## config.mk

```make
export PLATFORM = sky130hd
export DESIGN_NAME = topg_queue
export DESIGN_NICKNAME = d
export VERILOG_FILES = /design/src/sv/topg_pkg.sv /design/src/sv/topg_queue.sv
export SDC_FILE = /design/constraint.sdc
export NUM_CORES = 1
export LEC_CHECK = 0
export ABC_AREA = 1
export BUFFER_PORTS_ARGS = -buffer_cell sky130_fd_sc_hd__buf_2
export CAP_MARGIN = 30
export CORE_ASPECT_RATIO = 1.1
export CORE_UTILIZATION = 35
export CTS_CLUSTER_SIZE = 20
export DETAILED_ROUTE_END_ITERATION = 10
export GPL_ROUTABILITY_DRIVEN = 0
export MAX_ROUTING_LAYER = met4
export SLEW_MARGIN = 20
export SYNTH_ARGS = -nofsm -noshare
export SYNTH_HDL_FRONTEND = slang
export SYNTH_SLANG_ARGS = --single-unit
```

## constraint.sdc

```tcl
create_clock -name aclk -period 9.7 [get_ports aclk]
set_input_delay 0.485 -clock aclk [delete_from_list [all_inputs] [get_ports aclk]]
set_output_delay 0.485 -clock aclk [all_outputs]
set_load 0.02 [all_outputs]
```

## src/sv/topg_pkg.sv

```systemverilog
package topg_pkg;

    localparam int TILE_ROWS = 4;
    localparam int TILE_COLS = 4;
    localparam int ACC_BITS_DEF = 48;

    localparam int IN_W = 16;
    localparam int PROD_W = 2 * IN_W;
    localparam int OUT_W = 32;
    localparam int ROW_W = $clog2(TILE_ROWS);

    localparam int SCL_W = 16;
    localparam int OFS_W = 32;
    localparam int CFG_W = 32;
    localparam int CFG_IDX_W = 1;

    localparam logic [CFG_IDX_W-1:0] REG_SCALE = 1'b0;
    localparam logic [CFG_IDX_W-1:0] REG_OFFSET = 1'b1;

    localparam logic signed [SCL_W-1:0] SCALE_RESET = 16'sd256;
    localparam logic signed [OFS_W-1:0] OFFSET_RESET = 32'sd0;

    // Accumulators are clamped to this many bits before scaling; anything
    // outside still saturates the output for every nonzero scale.
    localparam int CLAMP_BITS = 41;
    localparam int LO_BITS = 24;
    localparam int HI_BITS = CLAMP_BITS - LO_BITS;
    localparam int FRAC_SHIFT = 8;

    localparam int QUEUE_DEPTH = 4;

    typedef logic signed [IN_W-1:0] lane_t;

    typedef enum logic [1:0] {
        OP_ADD  = 2'b01,
        OP_LOAD = 2'b10
    } step_op_t;

    typedef struct packed {
        lane_t [TILE_ROWS-1:0] a;
        lane_t [TILE_COLS-1:0] b;
        step_op_t op;
        logic emit;
    } step_cmd_t;

endpackage

```

## src/sv/topg_queue.sv

```systemverilog
module topg_queue (
    input  logic                aclk,
    input  logic                aresetn,
    input  logic                push_valid,
    output logic                push_ready,
    input  topg_pkg::step_cmd_t push_cmd,
    output logic                pop_valid,
    input  logic                pop_ready,
    output topg_pkg::step_cmd_t pop_cmd
);
    import topg_pkg::*;

    localparam int PTR_W = $clog2(QUEUE_DEPTH);
    localparam int CNT_W = $clog2(QUEUE_DEPTH + 1);

    step_cmd_t        slot_reg [QUEUE_DEPTH];
    logic [PTR_W-1:0] wr_ptr_reg;
    logic [PTR_W-1:0] rd_ptr_reg;
    logic [CNT_W-1:0] count_reg;
    logic             do_push;
    logic             do_pop;

    assign push_ready = count_reg != CNT_W'(QUEUE_DEPTH);
    assign pop_valid = count_reg != '0;
    assign pop_cmd = slot_reg[rd_ptr_reg];
    assign do_push = push_valid && push_ready;
    assign do_pop = pop_valid && pop_ready;

    always_ff @(posedge aclk) begin
        if (!aresetn) begin
            wr_ptr_reg <= '0;
            rd_ptr_reg <= '0;
            count_reg <= '0;
        end else begin
            if (do_push) begin
                wr_ptr_reg <= (wr_ptr_reg == PTR_W'(QUEUE_DEPTH - 1)) ? '0 : wr_ptr_reg + 1'b1;
            end
            if (do_pop) begin
                rd_ptr_reg <= (rd_ptr_reg == PTR_W'(QUEUE_DEPTH - 1)) ? '0 : rd_ptr_reg + 1'b1;
            end
            if (do_push && !do_pop) begin
                count_reg <= count_reg + 1'b1;
            end else if (do_pop && !do_push) begin
                count_reg <= count_reg - 1'b1;
            end
        end
    end

    always_ff @(posedge aclk) begin
        if (do_push) begin
            slot_reg[wr_ptr_reg] <= push_cmd;
        end
    end

endmodule

```

==> flow_summary_export.csv, run 1 <==
group,metric,value,unit
finish,drive_above_1_share,22.60,%
synthesis,synth_compound_area_share,10.81,%
timing,max_slew_margin,21.62,%
synthesis,ys_ff_latch,533,
synthesis,ys_seq_area_share,80.02,%
worst_setup_path,crit_path_max_incr_delay,0.66,ns
synthesis,synth.area.mux_share,0,%
drt,routed_wl,44780,µm
timing,setup_violations,0,
global_routing,grt_max_degree,163,
synthesis,synthArstFlopShare,0,%
die,die_h,252.0,µm
clock_network,cts_setup_buffers,0,
worst_setup_path,cp_top_family,"buffers and inverters",
synthesis,synth_nets,1478,
power_and_ir_drop,ir_drop,0.2106,mV
clock_network,cts-htree-levels,2,
synthesis,synth.top_cell.area_share,79.11,%
worst_setup_path,slowest_stage,"inv_6",
worst_setup_path,critPathBufInv,3,
timing,fin_hold_ws,0.1063,ns
clock_network,root_buffer,"clkbuf_16",
worst_setup_path,path_cells,"inv_6 -> buf_4 -> o21ai_0 -> o22ai_1 -> buf_2",
clock_network,cts_resized,0,
synthesis,synth_top_family_by_area,"compound AO/OA/AOI/OAI gates",
die,die_x,229.3,µm
timing,rsz0062_at_grt,"no",
worst_hold_path,min_from,"push_cmd[73]",
drt,drc_errors,0,
drt,drt_pass1_iterations,4,
drt,wl_per_cell,18.75,µm
global_routing,gr-total-overflow,0,
synthesis,ys_top_cells_by_count,"edfxtp_1 (524), nor2_1 (279), o21ai_0 (192), o22ai_1 (131), o21ai_1 (72)",
global_routing,grt_use_total,15.53,%
global_routing,grt_pass1_vias,11620,
clock_network,cts_hold_buf,0,
clock_network,clock_latency,0.59,ns
worst_setup_path,path_max_fanout,85,
worst_setup_path,critPathArrivalTime,3.07,ns
synthesis,synth_flop_cell,"edfxtp_1",
drt,viasPerCell,4.952,
finish,area_growth,18.56,%
finish,fillCellCount,5091,
die,start_util,35.43,%
finish,multi_input_area,0.003398,mm²
timing,drv_slew,0,
power_and_ir_drop,finalPower,6.769,mW
place,port_buffers,267,
synthesis,synthTopCellsByArea,"edfxtp_1 (79%), nor2_1 (5.3%), o21ai_0 (4.8%)",
timing,fmax,0.2816,GHz
clock_network,numCtsBuffers,54,
synthesis,synth-edff-count,524,
drt,drt-initial-drc-count,813,
timing,hold_violations,0,
synthesis,yosys_warnings,0,
synthesis,synth.most_common_cell,"edfxtp_1",
timing,min_period,3.551,ns
clock_network,cts.reportedPaths.clkPinSlew,0.06,ns
synthesis,yosys.area.top_type,"edfxtp_1",
timing,skew,0.01610,ns
timing,finalSetupTns,0,ns
clock_network,cts_tree,"built",
worst_setup_path,endpoint_kind,"primary output",
synthesis,synth-adder-area-share,0.4781,%
timing,tightest_slew,1.176,ns
worst_setup_path,startpoint_type,"flip-flop",
worst_setup_path,rr_startpoint,"count_reg[1]",
drt,vias,11830,
synthesis,yosysUniqueCellTypes,22,
die,fp-row-count,91,
synthesis,yosys.area_share.simple,5.643,%
finish,seqCellArea,0.01592,mm²
worst_hold_path,hold_path_class,"input pin to flip-flop",
timing,finalCritPeriodShare,36.61,%
synthesis,netlist_instances,1336,
die,num_io_pins,268,
clock_network,cts_buffer_depth,3,
synthesis,netlist_area,0.01989,mm²
die,core_area,0.05613,mm²
place,hpwl,24700,µm
die,design.die.area,0.05778,mm²
clock_network,clock_sinks,533,
synthesis,synth_area_per_cell,14.89,µm²
finish,fin_nets,1735,
power_and_ir_drop,leakagePower,8.123,nW
drt,ant_nets,0,
power_and_ir_drop,p_per_area,287.1,mW/mm²
global_routing,antenna_found_initial,7,
worst_setup_path,worstSetupPathType,"flip-flop to primary output",
finish,largest_reg_flops,524,
worst_setup_path,required,9.22,ns
run_status,outcome,"completed",
synthesis,synth_xor_area_share,0,%
run,drv_cap,0,
global_routing,grt_pass1_wl,67010,µm
worst reg2reg max path, stage by stage (launching register included):
cell and delay, ns:
dfxtp_1 0.38, nor2_1 0.09, nand2_1 0.13, nand2_1 0.30, nor2_4 0.51, buf_4 0.43, buf_4 0.71
worst paths after layout:
kind         slack [ns]  cells after the start          endpoint
max reg2reg        6.75                      6  slot_reg[0][108]
min reg2reg        0.52                      2      count_reg[0]
max                6.15                      5       pop_cmd[12]
min                0.11                      1   slot_reg[1][73]
placed cells by master, fill, tap and decap left out, types with 11 or more instances in the layout:
| cell type | count |
|---|---|
| nand2_1 | 15 |
| nor2_1 | 275 |
| inv_1 | 15 |
| clkinv_1 | 16 |
| clkinv_2 | 11 |
| o21ai_0 | 192 |
| edfxtp_1 | 524 |
| clkbuf_16 | 57 |
| buf_2 | 267 |
| o21ai_1 | 72 |
| o22ai_1 | 131 |
| buf_4 | 16 |
cell families (layout without fill, tap and decap cells):
group / after synthesis / in the layout
AND/OR/NAND/NOR: 297 / 297
AO/OA/AOI/OAI: 397 / 397
flip-flops: 533 / 533
adder cells (fa/ha/maj): 7 / 7
buffers and inverters: 102 / 403
other: 0 / 7
per-layer routing:
metal | up-vias | GRT usage, % | part of all wire [%]
li1 | 5571 | - | -
met1 | 5882 | 19.01 | 42
met2 | 309 | 25.21 | 49
met3 | 64 | 4.216 | 7.5
met4 | 0 | 4.476 | 2.0
met5 | - | - | 0
cell type report:
class	instances	share of cell area, %
Tap cell	744	3.948
Antenna cell	7	0.07429
Multi-Input combinational cell	701	14.41
Clock inverter	35	1.045
Timing Repair Buffer	286	6.495
Inverter	17	0.3237
Clock buffer	65	6.176
Sequential cell	533	67.53
metrics by stage:
| step | setup slack (ns) | cell area, µm² | util (%) | cells |
|---|---|---|---|---|
| floorplan | 2.790 | 19890 | - | 1336 |
| global placement | 6.105 | 21780 | 38.81 | 2278 |
| detailed placement | 6.359 | 21830 | 38.89 | 2280 |
| CTS | 5.720 | 23540 | 41.93 | 2380 |
| global route | 5.900 | 23580 | 42.00 | 2387 |
| finish | 6.149 | 23580 | 42.01 | 2388 |
power breakdown:
part	internal (mW)	leakage [nW]	total, mW	switching [mW]
combinational	0.532	2.41	1.87	1.34
sequential	2.81	4.88	2.90	0.0986
clock	1.14	0.836	1.99	0.848
total	4.48	8.12	6.77	2.29
No activity file was read; power rests on OpenSTA's default activity.
==> run 2: changes to the inputs <==
==> constraint.sdc (replaced) <==
create_clock -name aclk -period 3.3 [get_ports aclk]
set_input_delay 0.165 -clock aclk [delete_from_list [all_inputs] [get_ports aclk]]
set_output_delay 0.165 -clock aclk [all_outputs]
set_load 0.02 [all_outputs]
==> flow_summary_export.csv, run 2 (synthesis gave the netlist of run 1 again) <==
group,metric,value,unit
finish,area_growth,25.45,%
global_routing,gr-total-overflow,0,
power_and_ir_drop,finalPower,19.90,mW
finish,layout_commonest_cell,"edfxtp_1",
drt,drt-initial-drc-count,789,
drt,vias,12380,
drt,wl_per_cell,18.17,µm
place,hpwl,24330,µm
clock_network,cts_buffer_depth,3,
die,num_io_pins,268,
finish,final_cell_mix,"edfxtp_1 (524), nor2_1 (275), buf_2 (267), o21ai_0 (192), dlygate4sd3_1 (134)",
run_status,outcome,"completed",
timing,hold_violations,0,
worst_hold_path,hold_depth,2,
timing,tightest_slew,0.8397,ns
die,start_util,35.43,%
global_routing,grt_pass1_vias,12320,
finish,fin_nets,1868,
power_and_ir_drop,ir_drop,0.5290,mV
drt,ant_nets,0,
worst_setup_path,rrSetupSlack,1.20,ns
place,dpl.cell_count,2281,
worst_setup_path,required,3.13,ns
drt,top_layer_used,"met4",
finish,drive_above_1_share,20.60,%
die,fp-row-count,91,
drt,viasPerCell,4.926,
timing,fmax,0.3694,GHz
clock_network,cts_hold_buf,134,
finish,layout.cells.non_filler,2514,
worst_setup_path,reg2reg_depth,9,
die,design.die.area,0.05778,mm²
worst_setup_path,path_max_fanout,50,
worst_setup_path,startpoint_type,"flip-flop",
worst_setup_path,critPathArrivalTime,2.54,ns
worst_hold_path,hold_path_class,"input pin to flip-flop",
run,drv_cap,0,
clock_network,cts_tree,"built",
global_routing,grt_use_total,15.83,%
finish,fillCellCount,4937,
drt,drt_pass1_iterations,5,
clock_network,root_buffer,"clkbuf_16",
timing,setup_violations,0,
clock_network,cts_resized,0,
timing,min_period,2.707,ns
clock_network,numCtsBuffers,53,
global_routing,grt_max_degree,133,
power_and_ir_drop,leakagePower,8.662,nW
timing,finalCritPeriodShare,82.03,%
die,core_area,0.05613,mm²
worst_setup_path,endpoint_kind,"primary output",
global_routing,grt_pass1_wl,69010,µm
die,die_h,252.0,µm
clock_network,clock_latency,0.58,ns
finish,largest_reg_flops,524,
drt,routed-wl-met3,2482,µm
timing,drv_slew,0,
die,die_x,229.3,µm
drt,drc_errors,0,
clock_network,cts.reportedPaths.clkPinSlew,0.06,ns
timing,max_slew_margin,44.02,%
clock_network,cts-htree-levels,2,
timing,rsz0062_at_grt,"no",
place,port_buffers,267,
timing,finalSetupTns,0,ns
drt,dr_wl_met2,22230,µm
clock_network,cts_setup_buffers,0,
worst_setup_path,worstSetupPathType,"flip-flop to primary output",
drt,routed_wl,45680,µm
power_and_ir_drop,p_per_area,797.5,mW/mm²
clock_network,clock_sinks,533,
global_routing,antenna_found_initial,3,
drt,drt-met1-wl,20170,µm
timing,skew,0.01115,ns
[run 2: per-stage QoR]
stage / setup slack, ns / hold WS, ns / util, % / cell area [µm²]
2_1_floorplan: -1.442 / 0.2639 / - / 19900
3_3_place_gp: 1.180 / 0.3762 / 39.16 / 21980
3_5_place_dp: 1.189 / 0.3804 / 39.16 / 21980
4_1_cts: 0.5245 / 0.2793 / 44.44 / 24940
5_1_grt: 0.4188 / 0.3006 / 44.45 / 24950
6_report: 0.5930 / 0.3269 / 44.45 / 24950
[run 2: final timing paths]
path	from	end
setup / recovery	flip-flop	pop_cmd[3]
hold / removal	push_cmd[75]	slot_reg[1][75]
setup reg to reg	count_reg[1]	count_reg[1]
hold reg to reg	count_reg[0]	count_reg[0]
[run 2: layout make-up]
type	instances	area [µm²]	share of cell area, %
sequential	533	15920	63.82
multi-input combinational	701	3398	13.62
timing repair buffer	420	2995	12.01
clock buffer	65	1414	5.667
tap	744	930.9	3.731
clock inverter	31	207.7	0.8325
inverter	17	73.82	0.2959
antenna	3	7.507	0.03009
[run 2: where the power goes]
group / internal [mW] / total (mW) / leakage (nW) / switching (mW)
Combinational: 1.73 / 5.84 / 3.00 / 4.11
Sequential: 8.24 / 8.43 / 4.88 / 0.191
Clock: 3.19 / 5.62 / 0.784 / 2.43
Total: 13.2 / 19.9 / 8.66 / 6.74
[run 2: worst max-delay path: stages (launching register included)]
cell     delay (ns)
dfxtp_4        0.42
inv_4          0.41
buf_12         0.32
o21ai_0        0.16
o22ai_1        0.29
buf_2          0.23
[run 2: per-layer routing]
layer	up-vias	GRT usage (%)
met5	-	-
met4	0	4.381
met3	59	3.334
met2	322	25.41
met1	6171	20.35
li1	5832	-
