### config.mk
export PLATFORM = sky130hd
export DESIGN_NAME = topg_front
export DESIGN_NICKNAME = d
export VERILOG_FILES = /design/src/sv/topg_pkg.sv /design/src/sv/topg_front.sv
export SDC_FILE = /design/constraint.sdc
export NUM_CORES = 1
export LEC_CHECK = 0
export ABC_CLOCK_PERIOD_IN_PS = 1800
export BUFFER_PORTS_ARGS = -buffer_cell sky130_fd_sc_hd__buf_2
export CAP_MARGIN = 25
export CORE_MARGIN = 5
export CORE_UTILIZATION = 37
export DETAILED_ROUTE_END_ITERATION = 16
export GPL_TIMING_DRIVEN = 0
export PLACE_DENSITY = 0.86
export SLEW_MARGIN = 10
export SYNTH_ARGS = -nofsm -noshare
export SYNTH_HDL_FRONTEND = slang
export SYNTH_SLANG_ARGS = --single-unit
### constraint.sdc
create_clock -name aclk -period 1.8 [get_ports aclk]
set_input_delay 0.27 -clock aclk [delete_from_list [all_inputs] [get_ports aclk]]
set_output_delay 0.27 -clock aclk [all_outputs]
set_load 0.02 [all_outputs]
### src/sv/topg_pkg.sv
package topg_pkg;

    localparam int TILE_ROWS = 4;
    localparam int TILE_COLS = 4;
    localparam int ACC_BITS_DEF = 48;

    localparam int IN_W = 16;
    localparam int PROD_W = 2 * IN_W;
    localparam int OUT_W = 32;
    localparam int ROW_W = $clog2(TILE_ROWS);

    localparam int SCL_W = 16;
    localparam int OFS_W = 32;
    localparam int CFG_W = 32;
    localparam int CFG_IDX_W = 1;

    localparam logic [CFG_IDX_W-1:0] REG_SCALE = 1'b0;
    localparam logic [CFG_IDX_W-1:0] REG_OFFSET = 1'b1;

    localparam logic signed [SCL_W-1:0] SCALE_RESET = 16'sd256;
    localparam logic signed [OFS_W-1:0] OFFSET_RESET = 32'sd0;

    // Accumulators are clamped to this many bits before scaling; anything
    // outside still saturates the output for every nonzero scale.
    localparam int CLAMP_BITS = 41;
    localparam int LO_BITS = 24;
    localparam int HI_BITS = CLAMP_BITS - LO_BITS;
    localparam int FRAC_SHIFT = 8;

    localparam int QUEUE_DEPTH = 4;

    typedef logic signed [IN_W-1:0] lane_t;

    typedef enum logic [1:0] {
        OP_ADD  = 2'b01,
        OP_LOAD = 2'b10
    } step_op_t;

    typedef struct packed {
        lane_t [TILE_ROWS-1:0] a;
        lane_t [TILE_COLS-1:0] b;
        step_op_t op;
        logic emit;
    } step_cmd_t;

endpackage

### src/sv/topg_front.sv
module topg_front (
    input  logic                aclk,
    input  logic                aresetn,
    input  logic                s_valid,
    output logic                s_ready,
    input  topg_pkg::lane_t     s_a_lane0,
    input  topg_pkg::lane_t     s_a_lane1,
    input  topg_pkg::lane_t     s_a_lane2,
    input  topg_pkg::lane_t     s_a_lane3,
    input  topg_pkg::lane_t     s_b_lane0,
    input  topg_pkg::lane_t     s_b_lane1,
    input  topg_pkg::lane_t     s_b_lane2,
    input  topg_pkg::lane_t     s_b_lane3,
    input  logic                s_first_step,
    input  logic                s_last_step,
    output logic                push_valid,
    input  logic                push_ready,
    output topg_pkg::step_cmd_t push_cmd
);
    import topg_pkg::*;

    logic      vld_reg;
    step_cmd_t cmd_reg;
    step_cmd_t cmd_next;

    always_comb begin
        cmd_next.a[0] = s_a_lane0;
        cmd_next.a[1] = s_a_lane1;
        cmd_next.a[2] = s_a_lane2;
        cmd_next.a[3] = s_a_lane3;
        cmd_next.b[0] = s_b_lane0;
        cmd_next.b[1] = s_b_lane1;
        cmd_next.b[2] = s_b_lane2;
        cmd_next.b[3] = s_b_lane3;
        cmd_next.op = s_first_step ? OP_LOAD : OP_ADD;
        cmd_next.emit = s_last_step;
    end

    assign s_ready = !vld_reg || push_ready;
    assign push_valid = vld_reg;
    assign push_cmd = cmd_reg;

    always_ff @(posedge aclk) begin
        if (!aresetn) begin
            vld_reg <= 1'b0;
        end else if (s_ready) begin
            vld_reg <= s_valid;
        end
    end

    always_ff @(posedge aclk) begin
        if (s_valid && s_ready) begin
            cmd_reg <= cmd_next;
        end
    end

endmodule

==> results of run 1 <==
Yosys cell counts:
| cell | count | area, sq um |
|---|---|---|
| edfxtp_1 | 131 | 3930 |
| inv_1 | 2 | 7.51 |
| a21boi_2 | 1 | 11.3 |
| and2_4 | 1 | 8.76 |
| dfxtp_1 | 1 | 20.0 |
| nand2b_4 | 1 | 13.8 |
metrics by stage:
stage / area (sq um) / utilization / setup slack, ps / hold WS [ps] / cells
after floorplan: 4000 / - / -70.5 / 369 / 137
after global placement: 5510 / 0.515 / -275 / 447 / 543
after detailed placement: 5530 / 0.517 / -130 / 448 / 544
cell families after synthesis:
| group | share of synthesized area |
|---|---|
| DFF | 0.990 |
| and+or+nand+nor | 0.00564 |
| buffers and inverters | 0.00188 |
| AOI/OAI and AO/OA | 0.00282 |
==> impl_metrics.csv, run 1 <==
group,metric,value,unit
outcome,status,"did not finish",
outcome,lastStage,"clock tree synthesis",
outcome,stop_error,"[ERROR RSZ-0060] Max buffer count reached.",
clock_tree,clockBufferDepth,2,
floorplanning,row_count,38,
clock_tree,cts_resized,0,
clock_tree,cts.sinks,132,
placed_design,dp_hpwl,7.38,mm
floorplanning,io_pins,267,
placed_design,portBuffers,266,
synthesis,ys_seq_area_frac,0.990,
clock_tree,ctsHoldBuffers,116,
floorplanning,die_w,114,microns
synthesis,syn-instance-count,137,
synthesis,syn_avg_cell_area,29.2,sq um
synthesis,synth-seq-cells,132,
clock_tree,cts_made_buffers,17,
synthesis,synth_warnings,0,
clock_tree,cts_setup_buffers,0,
placed_design,place_congestion,0.734,
clock_tree,cts_root_buf,"clkbuf_8",
synthesis,netlist_area,4000,sq um
synthesis,syn-num-nets,271,
clock_tree,htreeDepth,4,
synthesis,yosysUniqueCellTypes,6,
floorplanning,chipHeight,114,microns
floorplanning,start_util,0.373,
==> run 2: changes to the inputs <==
--- a/config.mk
+++ b/config.mk
@@ -5,14 +5,14 @@
 export SDC_FILE = /design/constraint.sdc
 export NUM_CORES = 1
 export LEC_CHECK = 0
-export ABC_CLOCK_PERIOD_IN_PS = 1800
+export ABC_CLOCK_PERIOD_IN_PS = 2340
 export BUFFER_PORTS_ARGS = -buffer_cell sky130_fd_sc_hd__buf_2
 export CAP_MARGIN = 25
 export CORE_MARGIN = 5
-export CORE_UTILIZATION = 37
+export CORE_UTILIZATION = 32
 export DETAILED_ROUTE_END_ITERATION = 16
 export GPL_TIMING_DRIVEN = 0
-export PLACE_DENSITY = 0.86
+export PLACE_DENSITY_LB_ADDON = 0.15
 export SLEW_MARGIN = 10
 export SYNTH_ARGS = -nofsm -noshare
 export SYNTH_HDL_FRONTEND = slang
==> constraint.sdc (replaced) <==
create_clock -name aclk -period 2.34 [get_ports aclk]
set_input_delay 0.351 -clock aclk [delete_from_list [all_inputs] [get_ports aclk]]
set_output_delay 0.351 -clock aclk [all_outputs]
set_load 0.02 [all_outputs]
==> run 2 against run 1 <==
The run now ends clean; synthesized area unchanged; synthesized cell count unchanged.
==> impl_metrics.csv, run 2 <==
group,metric,value,unit
synthesis,synth_top_area_cell,"edfxtp_1",
critical_path,cp_slowest_stage_delay,380,ps
outcome,status,"finished, final reports clean",
synthesis,ys_async_sr_fraction,0,
critical_path,cp_max_fo,61,
floorplanning,row_count,40,
placed_design,preCtsSetupSlack,418,ps
floorplanning,dieArea,14800,sq um
critical_path,cp_data_arrival_time,1840,ps
layout,most-common-layout-cells,"buf_2 (266), edfxtp_1 (131), clkbuf_16 (17)",
routing,via_per_inst,4.03,
global_route,grt_start_max_net_pins,62,
routing,vias,2433,
floorplanning,io_pins,267,
power,vdd_ir_drop_max,503,uV
timing,setup_tns,0,ps
clock_tree,clock_latency,400,ps
synthesis,syn-num-nets,271,
global_route,gr-usage-all-layers,0.129,
clock_tree,clockBufferDepth,2,
layout,area_growth,54.3,%
synthesis,yosys-top-cells-area,"edfxtp_1 (98%), dfxtp_1 (0.50%), nand2b_4 (0.34%)",
global_route,antenna_found_initial,0,
critical_path,reg2reg_from,"push_valid",
synthesis,synth-seq-cells,132,
floorplanning,die_w,122,microns
clock_tree,cts_made_buffers,17,
placed_design,portBuffers,266,
global_route,grt_pass1_vias,2559,
timing,finalMaxSlewViolations,0,
global_route,grt_pass1_wl,13.7,mm
critical_path,cp-end-kind,"register",
layout,register_area,3950,sq um
timing,setup_ws,588,ps
synthesis,ys_dominant_reg_cell,"edfxtp_1",
synthesis,synth_warnings,0,
synthesis,ys_seq_area_frac,0.990,
routing,drtIter0Drc,103,
layout,nNetsFinal,558,
placed_design,place_congestion,0.691,
critical_path,rr_endpoint,"push_cmd[62]",
critical_path,crit_top_cell,"buf_16",
clock_tree,cts_resized,0,
routing,dr.pass1.iters,4,
floorplanning,start_util,0.330,
synthesis,netlist_area,4000,sq um
clock_tree,cts_root_buf,"clkbuf_16",
clock_tree,htreeDepth,4,
routing,drc,0,
synthesis,syn-instance-count,137,
critical_path,critPathSlowestCell,"and2_4",
flow_run,cap_violations,0,
timing,slew-limit-headroom,0.760,
synthesis,yosysUniqueCellTypes,6,
clock_tree,cts.sinks,132,
min_path,hold_class,"in2reg",
synthesis,synth_edf_count,131,
timing,period_minus_slack,1750,ps
min_path,hold_start,"s_a_lane1[8]",
layout,layout_commonest_cell,"buf_2",
synthesis,synth_commonest_cells,"edfxtp_1 (131), inv_1 (2)",
synthesis,syn_avg_cell_area,29.2,sq um
floorplanning,chipHeight,122,microns
critical_path,reg2reg_depth,4,
min_path,hold_depth,1,
clock_tree,ctsHoldBuffers,0,
synthesis,yosysTopAreaCellShare,0.985,
timing,hold_viol,0,
floorplanning,core_area,12100,sq um
layout,multi_input_area,33.8,sq um
timing,finClkSkew,5.87,ps
critical_path,start_kind,"register",
timing,period_share,0.749,
layout,num-fill-cells,1052,
power,p_leak,2.65,nW
critical_path,rrSetupSlack,590,ps
routing,ant_nets,0,
clock_tree,cts_setup_buffers,0,
timing,setup_viol_count_final,0,
min_path,holdPathEnd,"push_cmd[91]",
timing,max_clock_freq,0.571,GHz
power,p_total,5.83,mW
timing,rsz0062_at_grt,"false",
synthesis,synth_most_common_cell,"edfxtp_1",
power,power_density,947,nW/um^2
routing,drt-wirelength-per-cell,16.1,microns
timing,worstMarginPinSlew,360,ps
layout,antenna_cells,0,
critical_path,critical_path.cell_chain,"nand2b_4, and2_4, buf_16, buf_16",
global_route,grt_overflow,0,
layout,largest_reg_flops,131,
routing,wirelength,9.75,mm
critical_path,crit_type,"reg2reg",
critical_path,cp_data_required_time,2430,ps
clock_tree,clkTransAtPathRegs,60,ps
clock_tree,cts_tree,"yes",
layout,drive_gt1_frac,0.686,
run 2: cell counts after synthesis:
No cell type changed its count.
run 2: how the worst max path moves through the flow:
| stage | startpoint | end | cells past startpoint |
|---|---|---|---|
| after floorplan | push_valid | push_cmd[0] | 2 |
| after global placement | push_ready | push_cmd[106] | 3 |
| after detailed placement | push_ready | push_cmd[62] | 5 |
| after CTS | push_valid | push_cmd[62] | 4 |
| after global routing | push_valid | push_cmd[62] | 4 |
| final | push_valid | push_cmd[62] | 4 |
run 2: per-layer routing:
layer	routed length [microns]	vias up	share of wire	GRT usage
met5	0	-	0	0
met2	4560	184	0.47	0.198
met4	247	0	0.025	0.0707
met3	1670	17	0.17	0.0984
met1	3270	1098	0.34	0.126
li1	-	1134	-	-
run 2: cell families after synthesis:
logic type / after synthesis / share of synthesized area
AND/OR/NAND/NOR: 2 / 0.00564
flip-flops: 132 / 0.990
buffers and inverters: 2 / 0.00188
AO/OA/AOI/OAI: 1 / 0.00282
run 2: power breakdown:
part	internal, mW	switching (mW)	total, mW
logic	0.178	0.312	0.490
clock network	1.65	0.896	2.55
registers	2.77	0.0302	2.80
total	4.60	1.24	5.83
run 2: critical path, delay by kind of cell, from the launching register on:
family	cells	cell delay (ps)
DFF	1	340
buffers and inverters	2	600
and+or+nand+nor	2	470
run 2: final cells by class:
class	count	share of cell area
clock inverter	12	0.0225
multi-input combinational	3	0.00548
inverter	2	0.00122
sequential	132	0.641
timing repair buffer	268	0.225
tap	168	0.0341
clock buffer	19	0.0702
run 2: per-stage QoR:
step | util | hold WS (ps) | instances | area (sq um)
final | 0.509 | 118 | 604 | 6160
after global routing | 0.509 | 85.3 | 604 | 6160
after CTS | 0.509 | 91.8 | 604 | 6160
after detailed placement | 0.462 | 510 | 573 | 5590
after global placement | 0.457 | 492 | 571 | 5540
after floorplan | - | 450 | 137 | 4000
Note: power is estimated with default switching activity, not from simulation.
==> run 3: changes to the inputs <==
--- a/config.mk
+++ b/config.mk
@@ -5,7 +5,7 @@
 export SDC_FILE = /design/constraint.sdc
 export NUM_CORES = 1
 export LEC_CHECK = 0
-export ABC_CLOCK_PERIOD_IN_PS = 2340
+export ABC_CLOCK_PERIOD_IN_PS = 1800
 export BUFFER_PORTS_ARGS = -buffer_cell sky130_fd_sc_hd__buf_2
 export CAP_MARGIN = 25
 export CORE_MARGIN = 5
==> constraint.sdc (replaced) <==
create_clock -name aclk -period 1.8 [get_ports aclk]
set_input_delay 0.27 -clock aclk [delete_from_list [all_inputs] [get_ports aclk]]
set_output_delay 0.27 -clock aclk [all_outputs]
set_load 0.02 [all_outputs]
==> run 3 against run 2 <==
Clock skew increased by 0.69 ps; design area increased by 1.1%; non-clock buffer count unchanged; flip-flop and latch count stayed put; count of clock-buffer cells in the layout down 2; global-route usage increased by 0.27 points; die area unchanged; critical endpoint is now push_cmd[120].
==> impl_metrics.csv, run 3 (synthesis results as in run 2) <==
group,metric,value,unit
global_route,gr-usage-all-layers,0.132,
power,p_leak,2.67,nW
power,power_density,1270,nW/um^2
critical_path,critPathSlowestCell,"dfxtp_4",
clock_tree,cts_setup_buffers,0,
floorplanning,row_count,40,
critical_path,crit_type,"reg2reg",
timing,period_share,0.881,
timing,max_clock_freq,0.630,GHz
layout,layout_commonest_cell,"buf_2",
clock_tree,clkTransAtPathRegs,60,ps
critical_path,cp_max_fo,67,
global_route,grt_start_max_net_pins,68,
critical_path,start_kind,"register",
timing,slew-limit-headroom,0.767,
layout,area_growth,56.0,%
critical_path,cp-end-kind,"register",
timing,finalMaxSlewViolations,0,
layout,antenna_cells,0,
timing,setup_tns,0,ps
clock_tree,clock_latency,410,ps
placed_design,place_congestion,0.705,
clock_tree,htreeDepth,4,
critical_path,cp_slowest_stage_delay,340,ps
timing,setup_ws,213,ps
global_route,grt_overflow,0,
layout,design_area,6230,sq um
routing,ant_nets,0,
timing,rsz0062_at_grt,"false",
placed_design,place_area,5600,sq um
layout,nNetsFinal,558,
floorplanning,die_w,122,microns
global_route,antenna_found_initial,0,
critical_path,reg2reg_depth,4,
floorplanning,start_util,0.330,
timing,period_minus_slack,1590,ps
clock_tree,clockBufferDepth,2,
clock_tree,cts_resized,0,
floorplanning,chipHeight,122,microns
placed_design,portBuffers,266,
power,vdd_ir_drop_max,656,uV
clock_tree,cts.sinks,132,
placed_design,preCtsSetupSlack,144,ps
layout,drive_gt1_frac,0.689,
routing,via_per_inst,4.01,
routing,dr.pass1.iters,3,
critical_path,crit_top_cell,"buf_16",
global_route,grt_pass1_vias,2611,
global_route,grt_pass1_wl,14.2,mm
critical_path,cp_data_arrival_time,1660,ps
clock_tree,cts_root_buf,"clkbuf_16",
critical_path,critical_path.cell_chain,"nand2b_4, and2_4, buf_16, buf_16",
min_path,holdPathEnd,"push_cmd[99]",
floorplanning,io_pins,267,
placed_design,dp_hpwl,7.64,mm
floorplanning,dieArea,14800,sq um
routing,drtIter0Drc,126,
clock_tree,ctsHoldBuffers,0,
timing,hold_viol,0,
routing,wirelength,9.93,mm
routing,drt-wirelength-per-cell,16.4,microns
power,p_total,7.94,mW
critical_path,rr_endpoint,"push_cmd[120]",
outcome,status,"finished, final reports clean",
clock_tree,cts_tree,"yes",
layout,utilization,0.515,
layout,most-common-layout-cells,"buf_2 (266), edfxtp_1 (131), clkbuf_16 (17)",
layout,largest_reg_flops,131,
timing,finClkSkew,6.57,ps
min_path,hold_class,"in2reg",
critical_path,cp_data_required_time,1870,ps
routing,drc,0,
critical_path,cp.buffers_inverters,2,
critical_path,rrSetupSlack,210,ps
timing,setup_viol_count_final,0,
timing,worstMarginPinSlew,350,ps
min_path,hold_start,"s_a_lane2[0]",
routing,vias,2427,
min_path,hold_depth,1,
clock_tree,cts_made_buffers,17,
flow_run,cap_violations,0,
critical_path,reg2reg_from,"push_valid",
floorplanning,core_area,12100,sq um
critical_path,cp_top_family,"buffers and inverters",
[run 3: cell types whose count changed in the layout (fill, tap and decap cells not counted), sizes merged]
cell      change
clkinv        -2
clkbuf        -2
bufinv        +2
clkinvlp      +3
[run 3: area by class of cell]
class | count | area (sq um)
Clock buffer | 17 | 425
Sequential cell | 132 | 3960
Multi-Input combinational cell | 3 | 33.8
Fill cell | 1075 | 5880
Clock inverter | 15 | 213
Tap cell | 168 | 210
Inverter | 2 | 7.51
Timing Repair Buffer | 268 | 1390
[run 3: worst max-delay path by stage]
stage,startpoint,end,slack (ps),cells past startpoint
floorplan,push_valid,push_cmd[0],-70,2
global placement,push_ready,push_cmd[100],-380,3
detailed placement,push_ready,push_cmd[100],140,5
CTS,push_valid,push_cmd[23],200,4
global route,push_valid,push_cmd[64],140,4
finish,push_valid,push_cmd[120],210,4
[run 3: layer usage]
| metal | share of wire | vias up | wire, microns | GRT usage |
|---|---|---|---|---|
| met2 | 0.56 | 126 | 5590 | 0.236 |
| met5 | 0 | - | 0 | 0 |
| met3 | 0.096 | 16 | 951 | 0.0617 |
| met4 | 0.023 | 0 | 230 | 0.0728 |
| li1 | - | 1133 | - | - |
| met1 | 0.32 | 1152 | 3160 | 0.123 |
[run 3: per-stage QoR]
stage	std cells	hold WS (ps)
after floorplan	137	369
after global placement	571	448
after detailed placement	573	448
after CTS	605	9.40
after global routing	605	8.04
final	605	31.8
[run 3: power breakdown]
| part | leakage (nW) | internal [mW] | switching (mW) |
|---|---|---|---|
| Sequential | 1.28 | 3.60 | 0.0392 |
| Combinational | 1.10 | 0.231 | 0.406 |
| Clock | 0.294 | 2.44 | 1.22 |
| Total | 2.67 | 6.27 | 1.67 |
